$ cat config.mk
export PLATFORM = sky130hd
export DESIGN_NAME = aging_priority_task_scheduler_flat
export DESIGN_NICKNAME = d
export VERILOG_FILES = /design/src/design/apts_pkg.sv /design/src/design/apts_if.sv /design/src/design/apts_unit.sv /design/src/design/apts_seq.sv /design/src/design/aging_priority_task_scheduler.sv /design/src/flat_wrapper.sv
export SDC_FILE = /design/constraint.sdc
export NUM_CORES = 1
export LEC_CHECK = 0
export CORE_ASPECT_RATIO = 1.75
export CORE_UTILIZATION = 25
export DETAILED_ROUTE_END_ITERATION = 12
export DONT_BUFFER_PORTS = 1
export PLACE_DENSITY = 0.47
export SLEW_MARGIN = 0
export SYNTH_ARGS = -nofsm -noshare
export SYNTH_HDL_FRONTEND = slang
export SYNTH_SLANG_ARGS = --single-unit
$ cat constraint.sdc
create_clock -name clk_i -period 5 [get_ports clk_i]
set_clock_uncertainty 0.15 [all_clocks]
set_input_delay 0.75 -clock clk_i [delete_from_list [all_inputs] [get_ports clk_i]]
set_output_delay 0.75 -clock clk_i [all_outputs]
set_load 0.1 [all_outputs]
$ cat src/design/apts_pkg.sv
`timescale 1ns / 1ps

package apts_pkg;

  // Defaults for the top-level parameters
  localparam int MAX_TASKS_DEF  = 16;
  localparam int IDENT_BITS_DEF = 8;

  // Fixed payload widths
  localparam int ACTION_W = 2;
  localparam int IDENT_W  = 8;
  localparam int PRIO_W   = 6;
  localparam int STATUS_W = 3;

  typedef logic signed [PRIO_W-1:0] prio_t;

  localparam prio_t PRIO_MIN = -6'sd20;
  localparam prio_t PRIO_MAX = 6'sd20;

  // Action codes
  localparam logic [ACTION_W-1:0] ACT_INSERT  = 2'd0;
  localparam logic [ACTION_W-1:0] ACT_REMOVE  = 2'd1;
  localparam logic [ACTION_W-1:0] ACT_SETPRIO = 2'd2;
  localparam logic [ACTION_W-1:0] ACT_SCHED   = 2'd3;

  // Status codes
  localparam logic [STATUS_W-1:0] ST_OK      = 3'd0;
  localparam logic [STATUS_W-1:0] ST_FULL    = 3'd1;
  localparam logic [STATUS_W-1:0] ST_ABSENT  = 3'd2;
  localparam logic [STATUS_W-1:0] ST_EMPTY   = 3'd3;
  localparam logic [STATUS_W-1:0] ST_PRESENT = 3'd4;

  typedef struct packed {
    logic [ACTION_W-1:0] action;
    logic [IDENT_W-1:0]  task_ident;
    prio_t               priority_req;
  } req_t;

  typedef struct packed {
    logic [IDENT_W-1:0]  chosen_ident;
    logic [STATUS_W-1:0] status;
  } res_t;

  // Shared compare / aging unit
  typedef struct packed {
    prio_t cand_prio;
    prio_t pick_prio;
  } unit_req_t;

  typedef struct packed {
    logic  take;
    prio_t aged;
  } unit_rsp_t;

  function automatic prio_t clamp_prio(input prio_t raw);
    prio_t v;
    v = raw;
    if (v < PRIO_MIN) v = PRIO_MIN;
    if (v > PRIO_MAX) v = PRIO_MAX;
    return v;
  endfunction

endpackage

$ cat src/design/apts_if.sv
`timescale 1ns / 1ps

// Request channel
interface apts_req_if import apts_pkg::*; ();
  logic                valid;
  logic                ready;
  logic [ACTION_W-1:0] action;
  logic [IDENT_W-1:0]  task_ident;
  prio_t               priority_req;

  modport source (output valid, action, task_ident, priority_req, input ready);
  modport sink   (input valid, action, task_ident, priority_req, output ready);
endinterface

// Response channel
interface apts_rsp_if import apts_pkg::*; ();
  logic                valid;
  logic                ready;
  logic [IDENT_W-1:0]  chosen_ident;
  logic [STATUS_W-1:0] status;

  modport source (output valid, chosen_ident, status, input ready);
  modport sink   (input valid, chosen_ident, status, output ready);
endinterface

$ cat src/design/apts_unit.sv
`timescale 1ns / 1ps

module apts_unit import apts_pkg::*; (
  input  unit_req_t req_i,
  output unit_rsp_t rsp_o
);

  prio_t loser;

  // Strictly lower candidate replaces the pick; the other one ages toward the floor
  always_comb begin
    rsp_o.take = req_i.cand_prio < req_i.pick_prio;
    loser      = rsp_o.take ? req_i.pick_prio : req_i.cand_prio;
    rsp_o.aged = (loser > PRIO_MIN) ? prio_t'(loser - prio_t'(1)) : loser;
  end

endmodule

$ cat src/design/apts_seq.sv
`timescale 1ns / 1ps

module apts_seq import apts_pkg::*; #(
  parameter int MAX_TASKS  = MAX_TASKS_DEF,
  parameter int IDENT_BITS = IDENT_BITS_DEF
) (
  input  logic clk_i,
  input  logic rst_ni,
  input  logic in_valid_i,
  output logic in_ready_o,
  input  req_t req_i,
  output logic res_valid_o,
  input  logic res_ready_i,
  output res_t res_o
);

  localparam int IDX_W = (MAX_TASKS > 1) ? $clog2(MAX_TASKS) : 1;
  localparam int CNT_W = $clog2(MAX_TASKS + 1);

  localparam logic [2:0] S_IDLE  = 3'd0;
  localparam logic [2:0] S_SCAN  = 3'd1;
  localparam logic [2:0] S_ACT   = 3'd2;
  localparam logic [2:0] S_SHIFT = 3'd3;
  localparam logic [2:0] S_FIN   = 3'd4;

  typedef struct packed {
    logic [IDENT_BITS-1:0] ident;
    prio_t                 stat;
    prio_t                 dyn;
  } entry_t;

  // Control state
  logic [2:0]       state_q, state_d;
  logic [CNT_W-1:0] cnt_q, cnt_d;
  logic [CNT_W-1:0] rd_q, rd_d;
  logic             dv_q, dv_d;
  logic             found_q, found_d;

  // Payload state
  logic [ACTION_W-1:0]   act_q, act_d;
  logic [IDENT_BITS-1:0] id_q, id_d;
  prio_t                 prio_q, prio_d;
  logic [IDX_W-1:0]      di_q, di_d;
  logic [IDX_W-1:0]      slot_q, slot_d;
  entry_t                pick_q, pick_d;
  logic [IDX_W-1:0]      pick_idx_q, pick_idx_d;
  res_t                  res_q, res_d;

  // Task table
  entry_t           mem_q [MAX_TASKS];
  entry_t           rdata_q;
  logic             re, we;
  logic [IDX_W-1:0] raddr, waddr;
  entry_t           wdata;

  unit_req_t   unit_req;
  unit_rsp_t   unit_rsp;
  logic [15:0] pick_ident_w;

  apts_unit u_unit (
    .req_i (unit_req),
    .rsp_o (unit_rsp)
  );

  assign pick_ident_w = 16'(pick_q.ident);
  assign unit_req.cand_prio = rdata_q.dyn;
  assign unit_req.pick_prio = pick_q.dyn;

  assign in_ready_o  = (state_q == S_IDLE);
  assign res_valid_o = (state_q == S_FIN);
  assign res_o       = res_q;

  // Sequencer
  always_comb begin
    state_d    = state_q;
    cnt_d      = cnt_q;
    rd_d       = rd_q;
    dv_d       = 1'b0;
    found_d    = found_q;
    act_d      = act_q;
    id_d       = id_q;
    prio_d     = prio_q;
    di_d       = di_q;
    slot_d     = slot_q;
    pick_d     = pick_q;
    pick_idx_d = pick_idx_q;
    res_d      = res_q;
    re         = 1'b0;
    raddr      = rd_q[IDX_W-1:0];
    we         = 1'b0;
    waddr      = di_q;
    wdata      = rdata_q;

    case (state_q)
      S_IDLE: begin
        if (in_valid_i) begin
          act_d              = req_i.action;
          id_d               = IDENT_BITS'(req_i.task_ident);
          prio_d             = clamp_prio(req_i.priority_req);
          rd_d               = '0;
          found_d            = 1'b0;
          res_d.chosen_ident = '0;
          res_d.status       = ST_OK;
          if (req_i.action == ACT_SCHED && cnt_q == '0) begin
            res_d.status = ST_EMPTY;
            state_d      = S_FIN;
          end else begin
            state_d = S_SCAN;
          end
        end
      end

      // One table read per cycle; data is handled the cycle after its read
      S_SCAN: begin
        if (rd_q < cnt_q) begin
          re   = 1'b1;
          rd_d = rd_q + CNT_W'(1);
          dv_d = 1'b1;
          di_d = rd_q[IDX_W-1:0];
        end
        if (dv_q) begin
          if (act_q != ACT_SCHED) begin
            // id lookup
            if (rdata_q.ident == id_q) begin
              found_d = 1'b1;
              slot_d  = di_q;
              dv_d    = 1'b0;
              state_d = S_ACT;
            end
          end else if (di_q == '0) begin
            pick_d     = rdata_q;
            pick_idx_d = di_q;
          end else begin
            // write back the aged loser
            we = 1'b1;
            if (unit_rsp.take) begin
              waddr      = pick_idx_q;
              wdata      = pick_q;
              wdata.dyn  = unit_rsp.aged;
              pick_d     = rdata_q;
              pick_idx_d = di_q;
            end else begin
              waddr     = di_q;
              wdata     = rdata_q;
              wdata.dyn = unit_rsp.aged;
            end
          end
        end else if (rd_q >= cnt_q) begin
          state_d = S_ACT;
        end
      end

      S_ACT: begin
        state_d = S_FIN;
        case (act_q)
          ACT_INSERT: begin
            if (found_q) begin
              res_d.status = ST_PRESENT;
            end else if (cnt_q == CNT_W'(MAX_TASKS)) begin
              res_d.status = ST_FULL;
            end else begin
              we         = 1'b1;
              waddr      = cnt_q[IDX_W-1:0];
              wdata.ident = id_q;
              wdata.stat = prio_q;
              wdata.dyn  = prio_q;
              cnt_d      = cnt_q + CNT_W'(1);
            end
          end
          ACT_REMOVE: begin
            if (!found_q) begin
              res_d.status = ST_ABSENT;
            end else begin
              rd_d    = CNT_W'(slot_q) + CNT_W'(1);
              state_d = S_SHIFT;
            end
          end
          ACT_SETPRIO: begin
            if (!found_q) begin
              res_d.status = ST_ABSENT;
            end else begin
              we          = 1'b1;
              waddr       = slot_q;
              wdata.ident = id_q;
              wdata.stat  = prio_q;
              wdata.dyn   = prio_q;
            end
          end
          ACT_SCHED: begin
            we                 = 1'b1;
            waddr              = pick_idx_q;
            wdata              = pick_q;
            wdata.dyn          = pick_q.stat;
            res_d.chosen_ident = pick_ident_w[IDENT_W-1:0];
          end
          default: begin
            state_d = S_FIN;
          end
        endcase
      end

      // Close the gap: move each later entry down by one
      S_SHIFT: begin
        if (rd_q < cnt_q) begin
          re   = 1'b1;
          rd_d = rd_q + CNT_W'(1);
          dv_d = 1'b1;
          di_d = rd_q[IDX_W-1:0];
        end
        if (dv_q) begin
          we    = 1'b1;
          waddr = di_q - IDX_W'(1);
          wdata = rdata_q;
        end else if (rd_q >= cnt_q) begin
          cnt_d   = cnt_q - CNT_W'(1);
          state_d = S_FIN;
        end
      end

      S_FIN: begin
        if (res_ready_i) state_d = S_IDLE;
      end

      default: begin
        state_d = S_IDLE;
      end
    endcase
  end

  // Control registers
  always_ff @(posedge clk_i or negedge rst_ni) begin
    if (!rst_ni) begin
      state_q <= S_IDLE;
      cnt_q   <= '0;
      rd_q    <= '0;
      dv_q    <= 1'b0;
      found_q <= 1'b0;
    end else begin
      state_q <= state_d;
      cnt_q   <= cnt_d;
      rd_q    <= rd_d;
      dv_q    <= dv_d;
      found_q <= found_d;
    end
  end

  // Payload registers
  always_ff @(posedge clk_i) begin
    act_q      <= act_d;
    id_q       <= id_d;
    prio_q     <= prio_d;
    di_q       <= di_d;
    slot_q     <= slot_d;
    pick_q     <= pick_d;
    pick_idx_q <= pick_idx_d;
    res_q      <= res_d;
  end

  // Table memory, registered read
  always_ff @(posedge clk_i) begin
    if (we) mem_q[waddr] <= wdata;
    if (re) rdata_q <= mem_q[raddr];
  end

`ifndef ASSERT_OFF
  a_cnt_bound: assert property (@(posedge clk_i) disable iff (!rst_ni)
    cnt_q <= CNT_W'(MAX_TASKS))
    else $error("ready count above table size");

  a_chosen_zero: assert property (@(posedge clk_i) disable iff (!rst_ni)
    res_valid_o && act_q != ACT_SCHED |-> res_o.chosen_ident == '0)
    else $error("nonzero chosen id on a non-schedule action");

  a_empty: assert property (@(posedge clk_i) disable iff (!rst_ni)
    res_valid_o && res_o.status == ST_EMPTY |-> cnt_q == '0)
    else $error("empty status with entries in the table");

  a_full: assert property (@(posedge clk_i) disable iff (!rst_ni)
    res_valid_o && res_o.status == ST_FULL |-> cnt_q == CNT_W'(MAX_TASKS))
    else $error("full status with room in the table");

  a_cnt_change: assert property (@(posedge clk_i) disable iff (!rst_ni)
    !$stable(cnt_q) |-> $past(state_q) == S_ACT || $past(state_q) == S_SHIFT)
    else $error("ready count changed outside insert or remove");
`endif

endmodule

$ cat src/design/aging_priority_task_scheduler.sv
`timescale 1ns / 1ps

// Priority task scheduler with aging.
// Request channel req_i carries action, task_ident and priority_req; the response
// channel rsp_o carries chosen_ident and status, exactly one item per request.
// Actions: insert appends a task at the tail, remove deletes it and closes the
// gap, set-priority rewrites both priorities, schedule picks the lowest dynamic
// priority (earliest wins ties) and ages every loser by one toward -20.
// Priorities are clamped to -20..20.
// Timing: one request is worked on at a time. A schedule reads every entry of
// the table and an insert reads until it finds the id or reaches the tail,
// because the table memory is read one entry per cycle by the sequencer, and a
// remove moves each later entry through it. The next request is taken only once
// the sequencer has handed its result on.
// The response sits in an output register, so the next request is taken while
// a response still waits; if the receiver stalls longer, the block holds the
// following result and does not accept further requests until it drains.
// Reset empties the table (ready count to zero); no clearing pass is needed.
module aging_priority_task_scheduler import apts_pkg::*; #(
  parameter int MAX_TASKS  = MAX_TASKS_DEF,
  parameter int IDENT_BITS = IDENT_BITS_DEF
) (
  input logic       clk_i,
  input logic       rst_ni,
  apts_req_if.sink   req_i,
  apts_rsp_if.source rsp_o
);

  req_t req;
  res_t res;
  logic res_valid, res_ready;

  logic out_valid_q;
  res_t out_res_q;

  assign req.action       = req_i.action;
  assign req.task_ident   = req_i.task_ident;
  assign req.priority_req = req_i.priority_req;

  apts_seq #(
    .MAX_TASKS  (MAX_TASKS),
    .IDENT_BITS (IDENT_BITS)
  ) u_seq (
    .clk_i       (clk_i),
    .rst_ni      (rst_ni),
    .in_valid_i  (req_i.valid),
    .in_ready_o  (req_i.ready),
    .req_i       (req),
    .res_valid_o (res_valid),
    .res_ready_i (res_ready),
    .res_o       (res)
  );

  // Output register
  assign res_ready = !out_valid_q || rsp_o.ready;

  always_ff @(posedge clk_i or negedge rst_ni) begin
    if (!rst_ni) begin
      out_valid_q <= 1'b0;
    end else if (res_valid && res_ready) begin
      out_valid_q <= 1'b1;
    end else if (rsp_o.ready) begin
      out_valid_q <= 1'b0;
    end
  end

  always_ff @(posedge clk_i) begin
    if (res_valid && res_ready) out_res_q <= res;
  end

  assign rsp_o.valid        = out_valid_q;
  assign rsp_o.chosen_ident = out_res_q.chosen_ident;
  assign rsp_o.status       = out_res_q.status;

endmodule
$ cat src/flat_wrapper.sv
// flat-port wrapper written by rule: the top's interface ports become plain ports
module aging_priority_task_scheduler_flat import apts_pkg::*;
#(
  parameter int MAX_TASKS  = MAX_TASKS_DEF,
  parameter int IDENT_BITS = IDENT_BITS_DEF
)
  (clk_i, rst_ni, req_i_valid, req_i_action, req_i_task_ident, req_i_priority_req, req_i_ready, rsp_o_valid, rsp_o_chosen_ident, rsp_o_status, rsp_o_ready);
  apts_req_if req_i_i ();
  apts_rsp_if rsp_o_i ();
  input logic clk_i;
  input logic rst_ni;
  input wire logic [$bits(req_i_i.valid)-1:0] req_i_valid;
  input wire logic [$bits(req_i_i.action)-1:0] req_i_action;
  input wire logic [$bits(req_i_i.task_ident)-1:0] req_i_task_ident;
  input wire logic [$bits(req_i_i.priority_req)-1:0] req_i_priority_req;
  output wire logic [$bits(req_i_i.ready)-1:0] req_i_ready;
  output wire logic [$bits(rsp_o_i.valid)-1:0] rsp_o_valid;
  output wire logic [$bits(rsp_o_i.chosen_ident)-1:0] rsp_o_chosen_ident;
  output wire logic [$bits(rsp_o_i.status)-1:0] rsp_o_status;
  input wire logic [$bits(rsp_o_i.ready)-1:0] rsp_o_ready;
  assign req_i_i.valid = req_i_valid;
  assign req_i_i.action = req_i_action;
  assign req_i_i.task_ident = req_i_task_ident;
  assign req_i_i.priority_req = req_i_priority_req;
  assign req_i_ready = req_i_i.ready;
  assign rsp_o_valid = rsp_o_i.valid;
  assign rsp_o_chosen_ident = rsp_o_i.chosen_ident;
  assign rsp_o_status = rsp_o_i.status;
  assign rsp_o_i.ready = rsp_o_ready;
  aging_priority_task_scheduler #(.MAX_TASKS(MAX_TASKS), .IDENT_BITS(IDENT_BITS)) u_core (.clk_i(clk_i), .rst_ni(rst_ni), .req_i(req_i_i), .rsp_o(rsp_o_i));
endmodule
* After elaboration in Yosys (flattened, before gate mapping)
Memories as Yosys holds them, arrays and structs flattened. A register that Yosys moved wholly into a read port is not among the register bits.
Index checks and enable logic that the tools add are counted.
** Storage, ports and cells
- Memories :: 1
- Logic and storage cells :: 173
- Bits in registers :: 86
- RAM bits :: 320
** Operators by class
- Muxes and demuxes :: 83
- Magnitude comparators :: 6
- Bitwise logic cells :: 1
- Reductions and logical operators :: 26
- Add/sub/neg operators :: 6
- Equality and inequality tests :: 31
** Memories
- u_core.u_seq.mem_q :: depth 16, width 20, rd ports 1, clocked after memory_dff 1, write ports 1, RTL line apts_seq.sv:50 : entry_t mem_q [MAX_TASKS];
** Operator list (number)
- 20-bit 2-to-1 mux :: 9
- 20-bit one-hot mux with 3 select lines :: 1
- 5-bit 2-to-1 mux :: 9
- 3-bit 2-to-1 mux :: 14
- 4-bit 2-to-1 mux :: 10
- 20-bit one-hot mux with 2 select lines :: 1
- 6-bit 2-to-1 mux :: 5
- 4-bit one-hot mux with 3 select lines :: 2
- 2-bit != test (second input constant) :: 11
- 11-bit one-hot mux with 2 select lines :: 1
- 1-bit 2-to-1 mux :: 20
- 3-bit one-hot mux with 5 select lines :: 1
- 5-bit one-hot mux with 3 select lines :: 1
- 5-bit AND reduction :: 3
- 6-bit > comparator (second input constant) :: 2
- 3-bit != test (second input constant) :: 4
- 11-bit 2-to-1 mux :: 1
- 5-bit by 1-bit adder with 5-bit output (second input constant) :: 2
- 5-bit one-hot mux with 2 select lines :: 1
- 2-bit nonzero test :: 5
- 8-bit equality test :: 1
- 8-bit 2-to-1 mux :: 1
- 2-bit by 1-bit != test with 1-bit output (second input constant) :: 4
- 4-bit AND reduction :: 2
- 34 further kinds :: 42

* Logic depth before layout (Yosys ltp)
- Word-level depth :: 9
- Depth in mapped cells :: 13

* Hierarchy
Synthesis repeated with hierarchy kept, for this count alone.
** Second synthesis, totals
- Cell total of the unflattened synthesis :: 1006
- Area, all modules :: 18062.3 µm²
** Modules (own cells, without submodules)
- apts_seq :: seq. area each 12356.9 µm², area each 17179.0 µm², cells each 922, instances 1
- apts_unit :: seq. area each 0.0 µm², area each 499.2 µm², cells each 69, instances 1
- aging_priority_task_scheduler :: seq. area each 355.3 µm², area each 384.1 µm², cells each 15, instances 1

* Least setup slack after synthesis
No wires, ideal clock.
- Path type :: reg-to-reg
- Start :: register u_core.u_seq.rdata_q[3] (netlist name)
- End :: memory u_core.u_seq.mem_q[12][0] in the netlist's numbering (enable)
- Setup time :: 0.422 ns
- Buffers on the path :: 0
- Required time :: 4.428 ns
- Data arrival time :: 3.582 ns
- Slack :: 0.846 ns
- Clock period less this slack :: 4.154 ns
- Stages on the path, launching flop included :: 9
- Cells stage by stage :: edfxtp_1 -> ha_1 -> a21o_1 -> a31oi_2 -> o211ai_4 -> a211oi_2 -> o211ai_1 -> or2_4 -> nor3_1
** On the way
- Word-level cells in the longest chain between the ends :: 6
** RTL lines
- 6-bit less-than comparator :: RTL line apts_unit.sv:12 : rsp_o.take = req_i.cand_prio < req_i.pick_prio;
- 4-bit 2-to-1 mux :: RTL line apts_seq.sv:136 : if (unit_rsp.take) begin
- 4-bit 2-to-1 mux :: RTL line apts_seq.sv:130 : end else if (di_q == '0) begin
- 4-bit 2-to-1 mux :: RTL line apts_seq.sv:122 : if (act_q != ACT_SCHED) begin
- 4-bit 2-to-1 mux :: RTL line apts_seq.sv:121 : if (dv_q) begin
- 4-bit one-hot mux with 3 select lines :: RTL line apts_seq.sv:94 : case (state_q)
- to (decl) :: RTL line apts_seq.sv:50
No other way between the ends.

* Final worst setup path
- Start :: register u_core.u_seq.act_q[1]
- End :: memory u_core.u_seq.mem_q[5][19] in the netlist's numbering (enable)
** On the way
- Word-level cells in the longest chain between the ends :: 6
- Elaborated cells between the ends (all ways) :: 14
- Classes of those cells :: eq/ne (3); mux (10); reduce/logical (1)
** RTL lines
- from (decl) :: RTL line apts_seq.sv:40 : logic [ACTION_W-1:0] act_q, act_d;
- from (signal assigned) :: RTL line apts_seq.sv:249 : act_q <= act_d;
- 2-bit != test :: RTL line apts_seq.sv:122
- 1-bit 2-to-1 mux :: RTL line apts_seq.sv:122
- 1-bit 2-to-1 mux :: RTL line apts_seq.sv:121
- 1-bit one-hot mux with 3 select lines :: RTL line apts_seq.sv:94
- 1-bit 2-to-1 mux :: RTL line apts_seq.sv:261 : if (we) mem_q[waddr] <= wdata;
- 1-bit 2-to-1 mux (not written as such) :: RTL line apts_seq.sv:261
Several ways; a longest one is shown, not always the timed one.

==> impl_metrics.tcl <==
set metrics [dict create \
    final_layout_size_suffix_gt1_share_pct 23.6 \
    drt-total-wl_um 46900 \
    ys_ff_latch 426 \
    grt_usage_pct 13.1 \
    start_util_pct 25.4 \
    grt_max_degree 47 \
    syn_inst 995 \
    syn_area_sq_um 18000 \
    fin_tns_setup_ns 0 \
    drc 0 \
    fin_area_sq_um 20700 \
    first_iter_violations 682 \
    gp_congestion 0.847 \
    layout_commonest_cell "edfxtp_1" \
    die_h_um 357 \
    cp.arrival_ns 4.36 \
    synth.distinct_cells 80 \
    timing.fmax_ghz 0.235 \
    core_sq_um 71000 \
    syn_avg_cell_area_sq_um 18.1 \
    die_w_um 205 \
    fin_util_pct 29.1 \
    finalCritPeriodShare_pct 85.0 \
    postCtsSetupBuffers 0 \
    crit_path_max_fanout 14 \
    cts_max_level 2 \
    slew_headroom_pct 28.9 \
    worst_pin_slew_ns 1.07 \
    area_growth_pct 14.7 \
    worstSetupEndpointType "flop" \
    cts_buffers 40 \
    cap_violations 0 \
    clock_latency_ns 0.58 \
    synth_flop_cell "edfxtp_1" \
    ant_nets 0 \
    dieArea_sq_um 73200 \
    hp-class "in2reg" \
    status "completed" \
    cts_buffer_depth 3 \
    dpl_cell_area_sq_um 19400 \
    critPathRequiredTime_ns 5.11 \
    cts.sinks 426 \
    clk_pin_slew_ns 0.07 \
    yosysWarnings 0 \
    post_drt_wl_per_cell_um 23.6 \
    synth_fp_nets 1037 \
    overflow 0 \
    antenna_found_initial 0 \
    synth_async_sr_flop_share_pct 3.76 \
    yosysSeqAreaShare_pct 70.5 \
    final_cell_mix "edfxtp_1, mux4_2, buf_4, clkbuf_16, nand2_1" \
    num-nets-final 1082 \
    tritoncts "yes" \
    first_pass_iters 6 \
    antenna-diode-count 0 \
    startpoint_type "flop" \
    fill_cells 7061 \
    power.leakage_nw 6.51 \
    power.density_nw_per_um2 562 \
    finalHoldViolCount 0 \
    grt_pass1_wl_um 69300 \
    grt_pass1_vias 10238 \
    vias 9500 \
    place_hpwl_um 31800 \
    ir_drop_v 0.000246 \
    worstSetupPathType "reg2reg" \
    layout_min_cycle_time_ns 4.25 \
    cts_root_buf "clkbuf_16" \
    synth-edff-count 410 \
    port_buffers 0 \
    drt-vias-per-instance 4.78 \
    rsz0062_at_grt "no" \
    row_count 129 \
    ios 33 \
    setup_viol 0 \
    final_max_slew_viol_count 0 \
]
## area by class of cell
| class | instances | area [sq um] | share of cell area (%) |
|---|---|---|---|
| Sequential cell | 426 | 12700 | 61.5 |
| Multi-Input combinational cell | 497 | 5090 | 24.6 |
| Tap cell | 917 | 1150 | 5.55 |
| Clock buffer | 47 | 1050 | 5.07 |
| Timing Repair Buffer | 49 | 403 | 1.95 |
| Inverter | 26 | 97.6 | 0.472 |
| Clock inverter | 25 | 174 | 0.841 |
## metrics by stage
stage	power (mW)	hold slack [ns]	std cells	worst slack (ns)
after floorplan	7.49	0.250	995	0.846
after global placement	8.76	0.255	1914	0.925
after detailed placement	8.81	0.256	1914	0.837
after CTS	11.8	0.0691	1987	0.771
after global routing	12.2	0.0804	1987	0.467
final	11.6	0.109	1987	0.751
## critical path, cell delays in order (launching register included)
cell and delay [ns]:
edfxtp_1 0.43, inv_1 0.11, ha_1 0.25, nor2b_1 0.36, a21boi_2 0.44, or2_1 0.41
o21ai_0 0.15, nand3_1 0.13, or3b_1 0.68, nor3_4 0.47, buf_4 0.33
## worst paths after layout
path / slack [ns] / cells past startpoint / from / endpoint
max: 0.75 / 10 / u_core.u_seq.act_q[1] / u_core.u_seq.mem_q[5][19]
min: 0.11 / 0 / req_i_action[0] / u_core.u_seq.act_q[0]
max reg2reg: 0.75 / 10 / u_core.u_seq.act_q[1] / u_core.u_seq.mem_q[5][19]
min reg2reg: 0.27 / 0 / u_core.u_seq.res_o[6] / u_core.rsp_o.chosen_ident[3]
max in group asynchronous: 3.48 / 1 / rst_ni / u_core.u_seq.rd_q[1]
min in group asynchronous: 0.57 / 1 / rst_ni / u_core.u_seq.found_q
## cells in the mapped netlist (7+ instances only)
library cell  instances  share of area (%)
edfxtp_1            410                 68
mux4_2              100                 12
nand2_1              38               0.79
o21ai_0              37                1.0
nor2_1               34               0.71
a21oi_1              27               0.75
clkbuf_1             26               0.54
inv_1                26               0.54
ha_1                 21                1.5
nor3_1               17               0.47
dfrtp_1              16                2.2
and3_1               15               0.52
nand3_1              15               0.42
and2_1               14               0.49
nor2b_1              12               0.42
xnor2_1              11               0.53
a211oi_1              9               0.37
a21o_1                8               0.33
a221o_1               8               0.44
mux2i_1               8               0.44
nand2b_1              8               0.28
nor3_2                8               0.44
o22ai_1               8               0.28
a31oi_1               7               0.24
buf_1                 7               0.15
## kinds of logic after synthesis
kind of cell	Yosys count	share of synthesized area [%]
XOR/XNOR	15	0.729
flip-flops	426	70.5
buffers and inverters	72	1.85
multiplexers	113	13.3
AND/OR/NAND/NOR	189	5.80
adder cells (fa/ha/maj)	22	1.57
AO/OA/AOI/OAI	158	6.26
## flip-flops by register name, indices dropped and copies added (netlist names)
| register | flops |
|---|---|
| u_core.u_seq.rd_q | 5 |
| u_core.u_seq.dv_q | 1 |
| u_core.u_seq.pick_q | 12 |
| u_core.u_seq.di_q | 4 |
| u_core.u_seq.id_q | 8 |
| u_core.u_seq.found_q | 1 |
| u_core.u_seq.cnt_q | 5 |
| u_core.rsp_o.chosen_ident | 8 |
| u_core.u_seq.prio_q | 6 |
| u_core.u_seq.pick_ident_w | 8 |
| u_core.u_seq.state_q | 3 |
| u_core.rsp_o.status | 3 |
| u_core.u_seq.rdata_q | 20 |
| u_core.u_seq.mem_q | 320 |
| u_core.u_seq.res_o | 11 |
| u_core.u_seq.pick_idx_q | 4 |
| u_core.rsp_o.valid | 1 |
| u_core.u_seq.act_q | 2 |
| u_core.u_seq.slot_q | 4 |
## power breakdown
group	leakage, nW	switching (mW)	internal [mW]
Combinational	1.97	2.08	1.16
Sequential	3.93	0.540	4.91
Clock	0.611	1.36	1.57
## repair_timing
action,4_1_cts,5_1_grt
resized for setup,0,0
hold endpoints to repair,16,0
hold buffers,1,0
## per-layer routing
metal	track usage [%]	routed length, um
met1	13.7	16700
met2	25.4	26700
met3	1.34	1420
met4	6.64	2100
met5	0	0
Power figures use the tool's default switching activity.
